[src/sv/vpct_pkg.sv]
// shared types, constants and helpers for the verlet particle table
package vpct_pkg;

	localparam int PARTICLE_COUNT = 1024;
	localparam int ADDR_W = $clog2(PARTICLE_COUNT);
	localparam int FRAC_BITS = 16;
	localparam int COEF_BITS = 16;
	localparam int MUL_W = 34;
	localparam int PROD_W = 2 * MUL_W;
	localparam int ITER_STEPS = 32;
	localparam int STEP_W = $clog2(ITER_STEPS);

	localparam logic [63:0] PC_NUM = 64'd1 << (COEF_BITS + FRAC_BITS);
	localparam logic [63:0] ONE_Q = 64'd1 << FRAC_BITS;

	localparam logic [2:0] OP_LOAD = 3'd0;
	localparam logic [2:0] OP_ACCEL = 3'd1;
	localparam logic [2:0] OP_INTEGRATE = 3'd2;
	localparam logic [2:0] OP_CONSTRAIN = 3'd3;
	localparam logic [2:0] OP_COLLIDE = 3'd4;
	localparam logic [2:0] OP_READ = 3'd5;

	localparam logic [2:0] CFG_DT_SQUARED = 3'd0;
	localparam logic [2:0] CFG_BOX_MIN_X = 3'd1;
	localparam logic [2:0] CFG_BOX_MIN_Y = 3'd2;
	localparam logic [2:0] CFG_BOX_MAX_X = 3'd3;
	localparam logic [2:0] CFG_BOX_MAX_Y = 3'd4;

	typedef struct packed {
		logic [2:0] operation;
		logic [9:0] index_a;
		logic [9:0] index_b;
		logic signed [31:0] value_x;
		logic signed [31:0] value_y;
		logic signed [31:0] prior_x;
		logic signed [31:0] prior_y;
		logic [30:0] radius_in;
	} req_t;

	typedef struct packed {
		logic signed [31:0] pos_x;
		logic signed [31:0] pos_y;
		logic [30:0] pressure_out;
		logic [16:0] coef_out;
		logic contact;
	} rsp_t;

	typedef struct packed {
		logic signed [31:0] cur_x;
		logic signed [31:0] cur_y;
		logic signed [31:0] prev_x;
		logic signed [31:0] prev_y;
		logic signed [31:0] acc_x;
		logic signed [31:0] acc_y;
		logic [30:0] radius;
		logic [30:0] pressure;
		logic [16:0] coef;
	} particle_t;

	typedef struct packed {
		logic en;
		logic [ADDR_W-1:0] addr;
		particle_t data;
	} mem_wr_t;

	typedef struct packed {
		logic start;
		logic sqrt_mode;
		logic [63:0] num;
		logic [63:0] den;
	} iter_cmd_t;

	typedef struct packed {
		logic busy;
		logic done;
		logic [31:0] result;
	} iter_rsp_t;

	function automatic logic signed [31:0] sat32(input logic signed [39:0] v);
		logic signed [31:0] r;
		if (v > 40'sh007FFFFFFF)
			r = 32'sh7FFFFFFF;
		else if (v < -40'sh0080000000)
			r = -32'sh80000000;
		else
			r = v[31:0];
		return r;
	endfunction

	function automatic logic [30:0] add_pressure(input logic [30:0] p, input logic [30:0] inc);
		logic [31:0] s;
		s = {1'b0, p} + {1'b0, inc};
		return s[31] ? 31'h7FFFFFFF : s[30:0];
	endfunction

endpackage

[src/sv/vpct_mul.sv]
// shared signed multiplier with registered product
module vpct_mul (
	input logic clk,
	input logic signed [vpct_pkg::MUL_W-1:0] a,
	input logic signed [vpct_pkg::MUL_W-1:0] b,
	output logic signed [vpct_pkg::PROD_W-1:0] product_q
);

	always_ff @(posedge clk) begin
		product_q <= a * b;
	end

endmodule

[config.mk]
export PLATFORM = sky130hd
export DESIGN_NAME = vpct_mul
export DESIGN_NICKNAME = d
export VERILOG_FILES = /design/src/sv/vpct_pkg.sv /design/src/sv/vpct_mul.sv
export SDC_FILE = /design/constraint.sdc
export NUM_CORES = 2
export LEC_CHECK = 0
export BUFFER_PORTS_ARGS = -buffer_cell sky130_fd_sc_hd__buf_2
export CAP_MARGIN = 20
export CELL_PAD_IN_SITES_DETAIL_PLACEMENT = 2
export CELL_PAD_IN_SITES_GLOBAL_PLACEMENT = 2
export CORE_MARGIN = 5
export CORE_UTILIZATION = 39
export CTS_CLUSTER_SIZE = 16
export DETAILED_ROUTE_END_ITERATION = 6
export PLACE_DENSITY_LB_ADDON = 0.1
export SLEW_MARGIN = 15
export SYNTH_ARGS = -nofsm -noshare
export SYNTH_HDL_FRONTEND = slang
export SYNTH_SLANG_ARGS = --single-unit
[constraint.sdc]
create_clock -name clk -period 7.2 [get_ports clk]
set_input_delay 0.36 -clock clk [delete_from_list [all_inputs] [get_ports clk]]
set_output_delay 0.36 -clock clk [all_outputs]
set_load 0.005 [all_outputs]
==> qor.yml <==
ios: 137
cts_htree_levels: 3
final-seq-area_mm2: 0.00136
drv_slew: 0
grt_max_degree: 25
tightestPinTransition_ns: 0.499
rsz0062_at_grt: "yes"
cap_violations: 0
drt_iter0_markers: 1282
globalplace.congestion: 0.899
antenna_found_initial: 5
async_reset_ff_share_pct: 0
initial_utilization_pct: 39.4
first_global_vias: 40500
synth_edf_count: 0
fp.dieW_um: 342
final_util_pct: 48.2
clk_path_buf_depth: 2
ctsHoldBuffers: 0
drive_gt1_share_pct: 22.0
cts.clk_slew.worst_paths_ns: 0.08
slowest_stage: "fa_2"
cts_buffers: 9
coreArea_mm2: 0.109
synth_area_mm2: 0.0430
synth_flop_cell: "dfxtp_1"
setup.worst_path.class: "in2reg"
layout_setup_ws_ns: -0.276
cpMostUsedCell: "fa_1"
synth-seq-cells: 68
required_ns: 7.51
slew_headroom_pct: 66.7
totalWireLength_um: 171000
port_buffers: 136
synth_warnings: 0
ant_nets: 0
cpPeakStageDelay_ns: 0.63
dp_hpwl_um: 149000
die_h_um: 342
end_kind: "flop"
multiInputGateArea_mm2: 0.0374
reg_top3: "product_q x68"
pre_cts_slack_ns: -1.41
min_period_over_period_pct: 104
period_minus_slack_ns: 7.48
regMostFlops: "product_q"
area_delta_synth_final_pct: 22.4
status: "finished with violations"
drtPass1Iterations: 5
fmax_ghz: 0.134
drc_errors: 0
track_usage_pct: 29.8
cts_root_buf: "clkbuf_16"
overflow: 0
cts_tree: "built"
crit_fanout: 8
crit_arrival_ns: 7.79
viasPerCell: 4.95
hold_path.class: "in2reg"
syn_nets: 6068
synth-seq-area-share_pct: 3.16
ys_types: 69
cp-start-kind: "primary input"
dieArea_mm2: 0.117
rows: 121
nets: 6665
syn_inst: 4554
num_vias: 32800
largest_reg_flops: 68
clock_sinks: 68
postSynthAreaPerCell_um2: 9.45
finalSetupViolations: 17
routedWlPerCell_um: 25.8
hold_viol_final: 0
violations: "negative setup slack"
fillers: 11600
grt_pass1_wl_um: 259000
Yosys cell counts (4+ instances only):
cell      instances  share of area (%)
a211oi_1          6               0.10
a21o_1           37               0.65
a21oi_1          61               0.71
a31oi_1           7               0.10
and2_1          621                9.0
and3_1            5              0.073
buf_4             4              0.070
clkbuf_1        214                1.9
dfxtp_1          68                3.2
fa_1           1241                 58
ha_1            204                5.9
inv_1          1231                 11
nand2_1         542                4.7
nand2b_1         20               0.29
nand3_1          11               0.13
nand4_1          11               0.16
nor2_1           54               0.47
nor2b_1           9               0.13
nor3_1            5              0.058
o21a_1            4              0.070
o21ai_0          31               0.36
o21ai_1           7              0.081
o21bai_1         12               0.21
or2_2             4              0.058
xnor2_1          56                1.1
xor2_1           23               0.47
cells in the final DEF, fill, tap and decap left out, drive strengths merged, types with 12 or more instances in the layout:
| master | synthesis | final |
|---|---|---|
| xnor2 | 56 | 56 |
| and2 | 623 | 623 |
| a21o | 37 | 37 |
| dfxtp | 68 | 68 |
| nand2b | 20 | 20 |
| nand2 | 542 | 542 |
| fa | 1241 | 1241 |
| xor2 | 23 | 23 |
| o21ai | 41 | 41 |
| buf | 9 | 811 |
| o21bai | 12 | 12 |
| ha | 204 | 204 |
| clkbuf | 217 | 12 |
| nor2 | 56 | 56 |
| inv | 1231 | 1232 |
| a21oi | 63 | 63 |
critical path, delay by kind of cell:
| family | cells | cell delay (ns) |
|---|---|---|
| fa+ha+maj | 9 | 4.40 |
| buf+inv | 14 | 1.56 |
| simple gates | 4 | 1.05 |
| compound gates | 2 | 0.28 |
| xor+xnor | 1 | 0.11 |
area by class of cell:
type | count | area share [%]
multi-input combinational | 3026 | 71.0
timing repair buffer | 814 | 13.6
inverter | 1232 | 8.78
tap | 1476 | 3.51
sequential | 68 | 2.59
clock buffer | 9 | 0.428
clock inverter | 6 | 0.0784
antenna | 1 | 0.00475
stage by stage:
step / cell area (um2) / hold slack, ns / TNS (ns) / instances
finish: 52600 / 0.563 / -2.66 / 6632
CTS: 51800 / 0.531 / -1.70 / 6618
global route: 52600 / 0.593 / -5.31 / 6632
floorplan: 43100 / 0.487 / -0.0445 / 4554
global placement: 50000 / 0.737 / -30.06 / 6554
detailed placement: 50000 / 0.741 / -35.17 / 6554
path summary, 6_finish.rpt:
path | startpoint | end | depth (start not counted) | slack (ns)
max | a[17] | product_q[53]$_DFF_P_ | 30 | -0.28
min | b[1] | product_q[1]$_DFF_P_ | 5 | 0.56
cells by family (layout without fill, tap and decap cells):
logic type	after synthesis	after routing	synth area share, %
AND/OR/NAND/NOR	1296	1296	15.4
flip-flops	68	68	3.16
XOR/XNOR	79	79	1.61
other	0	1	0
adder cells (fa/ha/maj)	1445	1445	63.7
AO/OA/AOI/OAI	206	206	3.35
buffers and inverters	1460	2061	12.8
metal layers:
layer	part of all wire (%)	GRT usage, %	wire [um]
met1	39	36.0	65800
met2	53	55.1	90800
met3	3.6	3.81	6140
met4	4.7	9.82	8030
met5	0.022	0	37
repair_timing:
| item | 4_1_cts | 5_1_grt |
|---|---|---|
| setup endpoints to repair | 39 | 37 |
| buffers inserted | 51 | 22 |
| pin swaps | 143 | 113 |
| resized for setup | 321 | 187 |
| hold endpoints to repair | 0 | 0 |
| gates cloned | 3 | 1 |
Power is not shown: default switching activity piles up to over one toggle a cycle in this logic, so the estimate is an artifact.
