**src/sv/vpct_pkg.sv**
```systemverilog
// shared types, constants and helpers for the verlet particle table
package vpct_pkg;

	localparam int PARTICLE_COUNT = 1024;
	localparam int ADDR_W = $clog2(PARTICLE_COUNT);
	localparam int FRAC_BITS = 16;
	localparam int COEF_BITS = 16;
	localparam int MUL_W = 34;
	localparam int PROD_W = 2 * MUL_W;
	localparam int ITER_STEPS = 32;
	localparam int STEP_W = $clog2(ITER_STEPS);

	localparam logic [63:0] PC_NUM = 64'd1 << (COEF_BITS + FRAC_BITS);
	localparam logic [63:0] ONE_Q = 64'd1 << FRAC_BITS;

	localparam logic [2:0] OP_LOAD = 3'd0;
	localparam logic [2:0] OP_ACCEL = 3'd1;
	localparam logic [2:0] OP_INTEGRATE = 3'd2;
	localparam logic [2:0] OP_CONSTRAIN = 3'd3;
	localparam logic [2:0] OP_COLLIDE = 3'd4;
	localparam logic [2:0] OP_READ = 3'd5;

	localparam logic [2:0] CFG_DT_SQUARED = 3'd0;
	localparam logic [2:0] CFG_BOX_MIN_X = 3'd1;
	localparam logic [2:0] CFG_BOX_MIN_Y = 3'd2;
	localparam logic [2:0] CFG_BOX_MAX_X = 3'd3;
	localparam logic [2:0] CFG_BOX_MAX_Y = 3'd4;

	typedef struct packed {
		logic [2:0] operation;
		logic [9:0] index_a;
		logic [9:0] index_b;
		logic signed [31:0] value_x;
		logic signed [31:0] value_y;
		logic signed [31:0] prior_x;
		logic signed [31:0] prior_y;
		logic [30:0] radius_in;
	} req_t;

	typedef struct packed {
		logic signed [31:0] pos_x;
		logic signed [31:0] pos_y;
		logic [30:0] pressure_out;
		logic [16:0] coef_out;
		logic contact;
	} rsp_t;

	typedef struct packed {
		logic signed [31:0] cur_x;
		logic signed [31:0] cur_y;
		logic signed [31:0] prev_x;
		logic signed [31:0] prev_y;
		logic signed [31:0] acc_x;
		logic signed [31:0] acc_y;
		logic [30:0] radius;
		logic [30:0] pressure;
		logic [16:0] coef;
	} particle_t;

	typedef struct packed {
		logic en;
		logic [ADDR_W-1:0] addr;
		particle_t data;
	} mem_wr_t;

	typedef struct packed {
		logic start;
		logic sqrt_mode;
		logic [63:0] num;
		logic [63:0] den;
	} iter_cmd_t;

	typedef struct packed {
		logic busy;
		logic done;
		logic [31:0] result;
	} iter_rsp_t;

	function automatic logic signed [31:0] sat32(input logic signed [39:0] v);
		logic signed [31:0] r;
		if (v > 40'sh007FFFFFFF)
			r = 32'sh7FFFFFFF;
		else if (v < -40'sh0080000000)
			r = -32'sh80000000;
		else
			r = v[31:0];
		return r;
	endfunction

	function automatic logic [30:0] add_pressure(input logic [30:0] p, input logic [30:0] inc);
		logic [31:0] s;
		s = {1'b0, p} + {1'b0, inc};
		return s[31] ? 31'h7FFFFFFF : s[30:0];
	endfunction

endpackage

```
**src/sv/vpct_iter.sv**
```systemverilog
// iterative unit: restoring divide or integer square root, one bit per cycle
module vpct_iter (
	input logic clk,
	input logic arst_n,
	input vpct_pkg::iter_cmd_t cmd,
	output vpct_pkg::iter_rsp_t rsp
);

	logic [65:0] rem_q;
	logic [63:0] low_q;
	logic [31:0] quo_q;
	logic [63:0] den_q;
	logic sqrt_q;
	logic busy_q;
	logic done_q;
	logic [vpct_pkg::STEP_W-1:0] cnt_q;

	logic [65:0] shifted;
	logic [65:0] trial;
	logic take;

	// one shared compare and subtract for both modes
	always_comb begin
		if (sqrt_q) begin
			shifted = {rem_q[63:0], low_q[63:62]};
			trial = {32'b0, quo_q, 2'b01};
		end else begin
			shifted = {rem_q[64:0], low_q[63]};
			trial = {2'b0, den_q};
		end
		take = shifted >= trial;
	end

	always_ff @(posedge clk or negedge arst_n) begin
		if (!arst_n) begin
			busy_q <= 1'b0;
			done_q <= 1'b0;
			cnt_q <= '0;
		end else begin
			done_q <= 1'b0;
			if (cmd.start) begin
				busy_q <= 1'b1;
				cnt_q <= '0;
			end else if (busy_q) begin
				cnt_q <= cnt_q + 1'b1;
				if (cnt_q == vpct_pkg::STEP_W'(vpct_pkg::ITER_STEPS - 1)) begin
					busy_q <= 1'b0;
					done_q <= 1'b1;
				end
			end
		end
	end

	always_ff @(posedge clk) begin
		if (cmd.start) begin
			sqrt_q <= cmd.sqrt_mode;
			den_q <= cmd.den;
			quo_q <= '0;
			if (cmd.sqrt_mode) begin
				rem_q <= '0;
				low_q <= cmd.num;
			end else begin
				rem_q <= {34'b0, cmd.num[63:32]};
				low_q <= {cmd.num[31:0], 32'b0};
			end
		end else if (busy_q) begin
			rem_q <= take ? shifted - trial : shifted;
			quo_q <= {quo_q[30:0], take};
			low_q <= sqrt_q ? {low_q[61:0], 2'b00} : {low_q[62:0], 1'b0};
		end
	end

	assign rsp.busy = busy_q;
	assign rsp.done = done_q;
	assign rsp.result = quo_q;

endmodule

```
**config.mk**
```make
export PLATFORM = sky130hd
export DESIGN_NAME = vpct_iter
export DESIGN_NICKNAME = d
export VERILOG_FILES = /design/src/sv/vpct_pkg.sv /design/src/sv/vpct_iter.sv
export SDC_FILE = /design/constraint.sdc
export NUM_CORES = 1
export LEC_CHECK = 0
export ABC_AREA = 1
export ABC_CLOCK_PERIOD_IN_PS = 5200
export BUFFER_PORTS_ARGS = -buffer_cell sky130_fd_sc_hd__buf_2
export CORE_UTILIZATION = 40
export DETAILED_ROUTE_END_ITERATION = 12
export GPL_ROUTABILITY_DRIVEN = 1
export PLACE_DENSITY = 0.57
export SYNTH_ARGS = -nofsm -noshare
export SYNTH_HDL_FRONTEND = slang
export SYNTH_SLANG_ARGS = --single-unit
```
**constraint.sdc**
```tcl
create_clock -name clk -period 5.2 [get_ports clk]
set_input_delay 1.04 -clock clk [delete_from_list [all_inputs] [get_ports clk]]
set_output_delay 1.04 -clock clk [all_outputs]
set_load 0.02 [all_outputs]
```
==> flow_metrics.py <==
metrics = {
    "global_route": {
        "gr-total-overflow": 0,
        "grtUsageMet1_pct": 37.56,
        "grt_pass1_wl_um": 94310,
        "grt_max_degree": 156,
        "grt_busiest_layer": "met2",
        "gr-usage-all-layers_pct": 27.46,
        "grt_pass1_vias": 16430,
        "grtUsageMet3_pct": 2.482,
        "antenna_found_initial": 2,
        "grt.met2_usage_pct": 47.13,
    },
    "yosys": {
        "yosys_register_bits": 233,
        "synth_ff_type": "edfxtp_1",
        "synth_top_family_by_area": "simple AND/OR/NAND/NOR gates",
        "syn_area_um2": 17650,
        "synthTopCellsByArea": "edfxtp_1 33%, nand2_1 16%, inv_1 8.7%, nand3_1 6.5%, nor2_1 5.7%",
        "synth_fa_ha_area_share_pct": 4.792,
        "yosysTopAreaCell": "edfxtp_1",
        "synth_area_per_cell_um2": 6.893,
        "synthTopCellsByCount": "775 x nand2_1, 411 x inv_1, 270 x nor2_1, 228 x nand3_1, 194 x edfxtp_1",
        "ys_types": 43,
        "synth_xor_area_share_pct": 1.885,
        "syn_inst": 2561,
        "synth-compound-area-share_pct": 10.38,
        "synth.area.mux_share_pct": 0,
        "synthArstFlopShare_pct": 3.004,
        "synth_seq_area_share_pct": 37.62,
        "synth.most_common_cell": "nand2_1",
        "yosys_warnings": 0,
        "synth_enable_flop_cells": 194,
        "synth_simple_gate_area_share_pct": 33.42,
        "synth_top_area_share_pct": 33.00,
        "syn_nets": 2760,
    },
    "sta": {
        "max-slew-margin-rel_pct": 33.66,
        "skew_ns": 0.02132,
        "rsz0062_at_grt": "false",
        "final-hold-violation-count": 0,
        "worstMarginPinSlew_ns": 0.9950,
        "timing.final.crit_share_pct": 79.50,
        "finalSetupViolations": 0,
        "final_max_slew_viol_count": 0,
        "setup-tns-final_ns": 0,
        "fin_crit_ns": 4.134,
        "fmax_mhz": 241.9,
    },
    "clocking": {
        "hold_buffers": 0,
        "cts_sinks": 233,
        "clk_pin_slew_ns": 0.06,
        "clk_latency_ns": 0.58,
        "post_cts.repair.setup_buffers": 0,
        "ctsResizeCount": 0,
        "cts_buffers": 28,
        "cts_tree": "built",
        "clock_path_buffers": 3,
        "ctsHtreeMaxLevel": 1,
        "clockRootBuffer": "clkbuf_16",
    },
    "setup_path": {
        "end_kind": "register",
        "worst_setup_path_start_kind": "register",
        "required_ns": 5.62,
        "crit_type": "reg -> reg",
        "cp_max_fo": 146,
        "arrival_ns": 4.55,
    },
    "power": {
        "powerDensity_nw_per_um2": 503.4,
        "power.leakage_uw": 0.009914,
        "ir_drop_v": 0.0002412,
        "finalPower_uw": 9967,
    },
    "layout": {
        "fill_cells": 4609,
        "final_nets": 2872,
        "syn_to_final_growth_pct": 12.17,
        "seq_area_um2": 6641,
        "multiInputGateArea_um2": 8926,
        "stdcell_count": 3281,
        "drive_gt1_share_pct": 12.40,
    },
    "die": {
        "coreArea_um2": 43270,
        "die_h_um": 212.1,
        "die_w_um": 212.1,
        "row_count": 76,
        "dieArea_um2": 44970,
        "num_io_pins": 166,
        "initial_utilization_pct": 40.80,
    },
    "place": {
        "gp_congestion": 0.9634,
        "dp.cells": 3228,
        "io_buffers": 165,
        "dp_hpwl_um": 48480,
    },
    "detailed_routing": {
        "drt_pass1_iterations": 6,
        "drc": 0,
        "wire_per_inst_um": 18.83,
        "num_vias": 16930,
        "wirelength_um": 61770,
        "drtAntennaViolNets": 0,
        "drt-initial-drc-count": 1179,
        "vias_per_cell": 5.161,
    },
    "outcome": {
        "status": "completed",
    },
    "job": {
        "cap_violations": 0,
    },
    "min_path": {
        "hold_path_class": "in -> async",
    },
}
-- power breakdown --
| group | internal (uW) | total (uW) | switching (uW) |
|---|---|---|---|
| clock network | 1110 | 1900 | 794 |
| logic | 1750 | 5450 | 3700 |
| registers | 2470 | 2620 | 150 |
| total | 5320 | 9970 | 4640 |
-- cells in the final DEF, fill, tap and decap left out, types with 3 or more instances in the layout --
master / n
o22ai_1: 32
clkbuf_16: 29
o311ai_0: 31
a21boi_0: 4
inv_2: 8
nand3b_1: 5
ha_1: 66
o21bai_1: 9
xor2_1: 10
nand2_2: 12
buf_2: 164
edfxtp_1: 194
nor2_4: 6
a21oi_1: 61
clkbuf_1: 14
dfrtp_1: 7
dfxtp_1: 32
inv_1: 410
nand2_1: 775
o21ai_0: 123
nor2_2: 18
buf_4: 15
clkinv_1: 3
o31ai_1: 29
nor3_1: 13
xnor2_1: 28
nor2_1: 269
nand4_1: 11
o21bai_2: 9
buf_12: 4
or2_2: 54
nand3_1: 228
-- worst paths after layout --
| check | end | cells past startpoint | slack (ns) | from |
|---|---|---|---|---|
| worst max-delay path | quo_q[0] | 15 | 1.07 | sqrt_q |
| worst min-delay path | busy_q | 1 | 0.28 | arst_n |
| worst max register to register | quo_q[0] | 15 | 1.07 | sqrt_q |
| worst min register to register | cnt_q[4] | 2 | 0.49 | cnt_q[4] |
| max in group asynchronous | cnt_q[3] | 1 | 4.77 | arst_n |
| min in group clk | cnt_q[4] | 2 | 0.49 | cnt_q[4] |
-- metal layers --
metal	share of wire (%)	routed length [um]	vias up
met5	0	0	-
met4	1.6	966	0
met2	48	29610	453
met3	4.6	2852	56
met1	46	28340	7992
li1	-	-	8432
-- critical path, stage by stage, from the launching register on --
cell and delay (ns):
edfxtp_1 0.43, buf_12 0.43, o21ai_0 0.46, ha_1 0.49, nand2_1 0.14, nor2_1 0.20, inv_2 0.09, nor2_4 0.13
nand2_1 0.08, nor2_1 0.13, nand2_1 0.07, nand3_1 0.11, a21oi_4 0.06, nand2_4 0.28, inv_2 0.24, o22ai_1 0.48
-- kinds of logic after synthesis --
logic type,Yosys count
buf+inv,523
compound gates,301
xor+xnor,38
fa+ha+maj,67
simple gates,1399
flops,233
-- cell type report --
class / count / share of cell area [%]
Multi-Input combinational cell: 1805 / 45.08
Sequential cell: 233 / 33.54
Inverter: 421 / 8.019
Timing Repair Buffer: 184 / 5.175
Clock buffer: 45 / 4.070
Tap cell: 585 / 3.697
Clock inverter: 6 / 0.3918
Antenna cell: 2 / 0.02528
-- sequential cells by signal, indices dropped and copies added, names as in the netlist --
name / cells
rem_q: 65
den_q: 64
low_q: 64
quo_q: 32
cnt_q: 5
busy_q: 1
done_q: 1
sqrt_q: 1
-- per-stage QoR --
| step | setup WS [ns] | hold WS, ns | utilization [%] | cell area [um^2] |
|---|---|---|---|---|
| floorplan | 1.580 | 0.4483 | - | 17650 |
| global placement | 1.070 | 0.4647 | 43.71 | 18910 |
| detailed placement | 1.026 | 0.4710 | 43.71 | 18910 |
| CTS | 1.017 | 0.2641 | 45.75 | 19800 |
| global route | 0.7338 | 0.2861 | 45.76 | 19800 |
| finish | 1.066 | 0.2808 | 45.76 | 19800 |
Note: power is estimated with default switching activity, not from simulation.
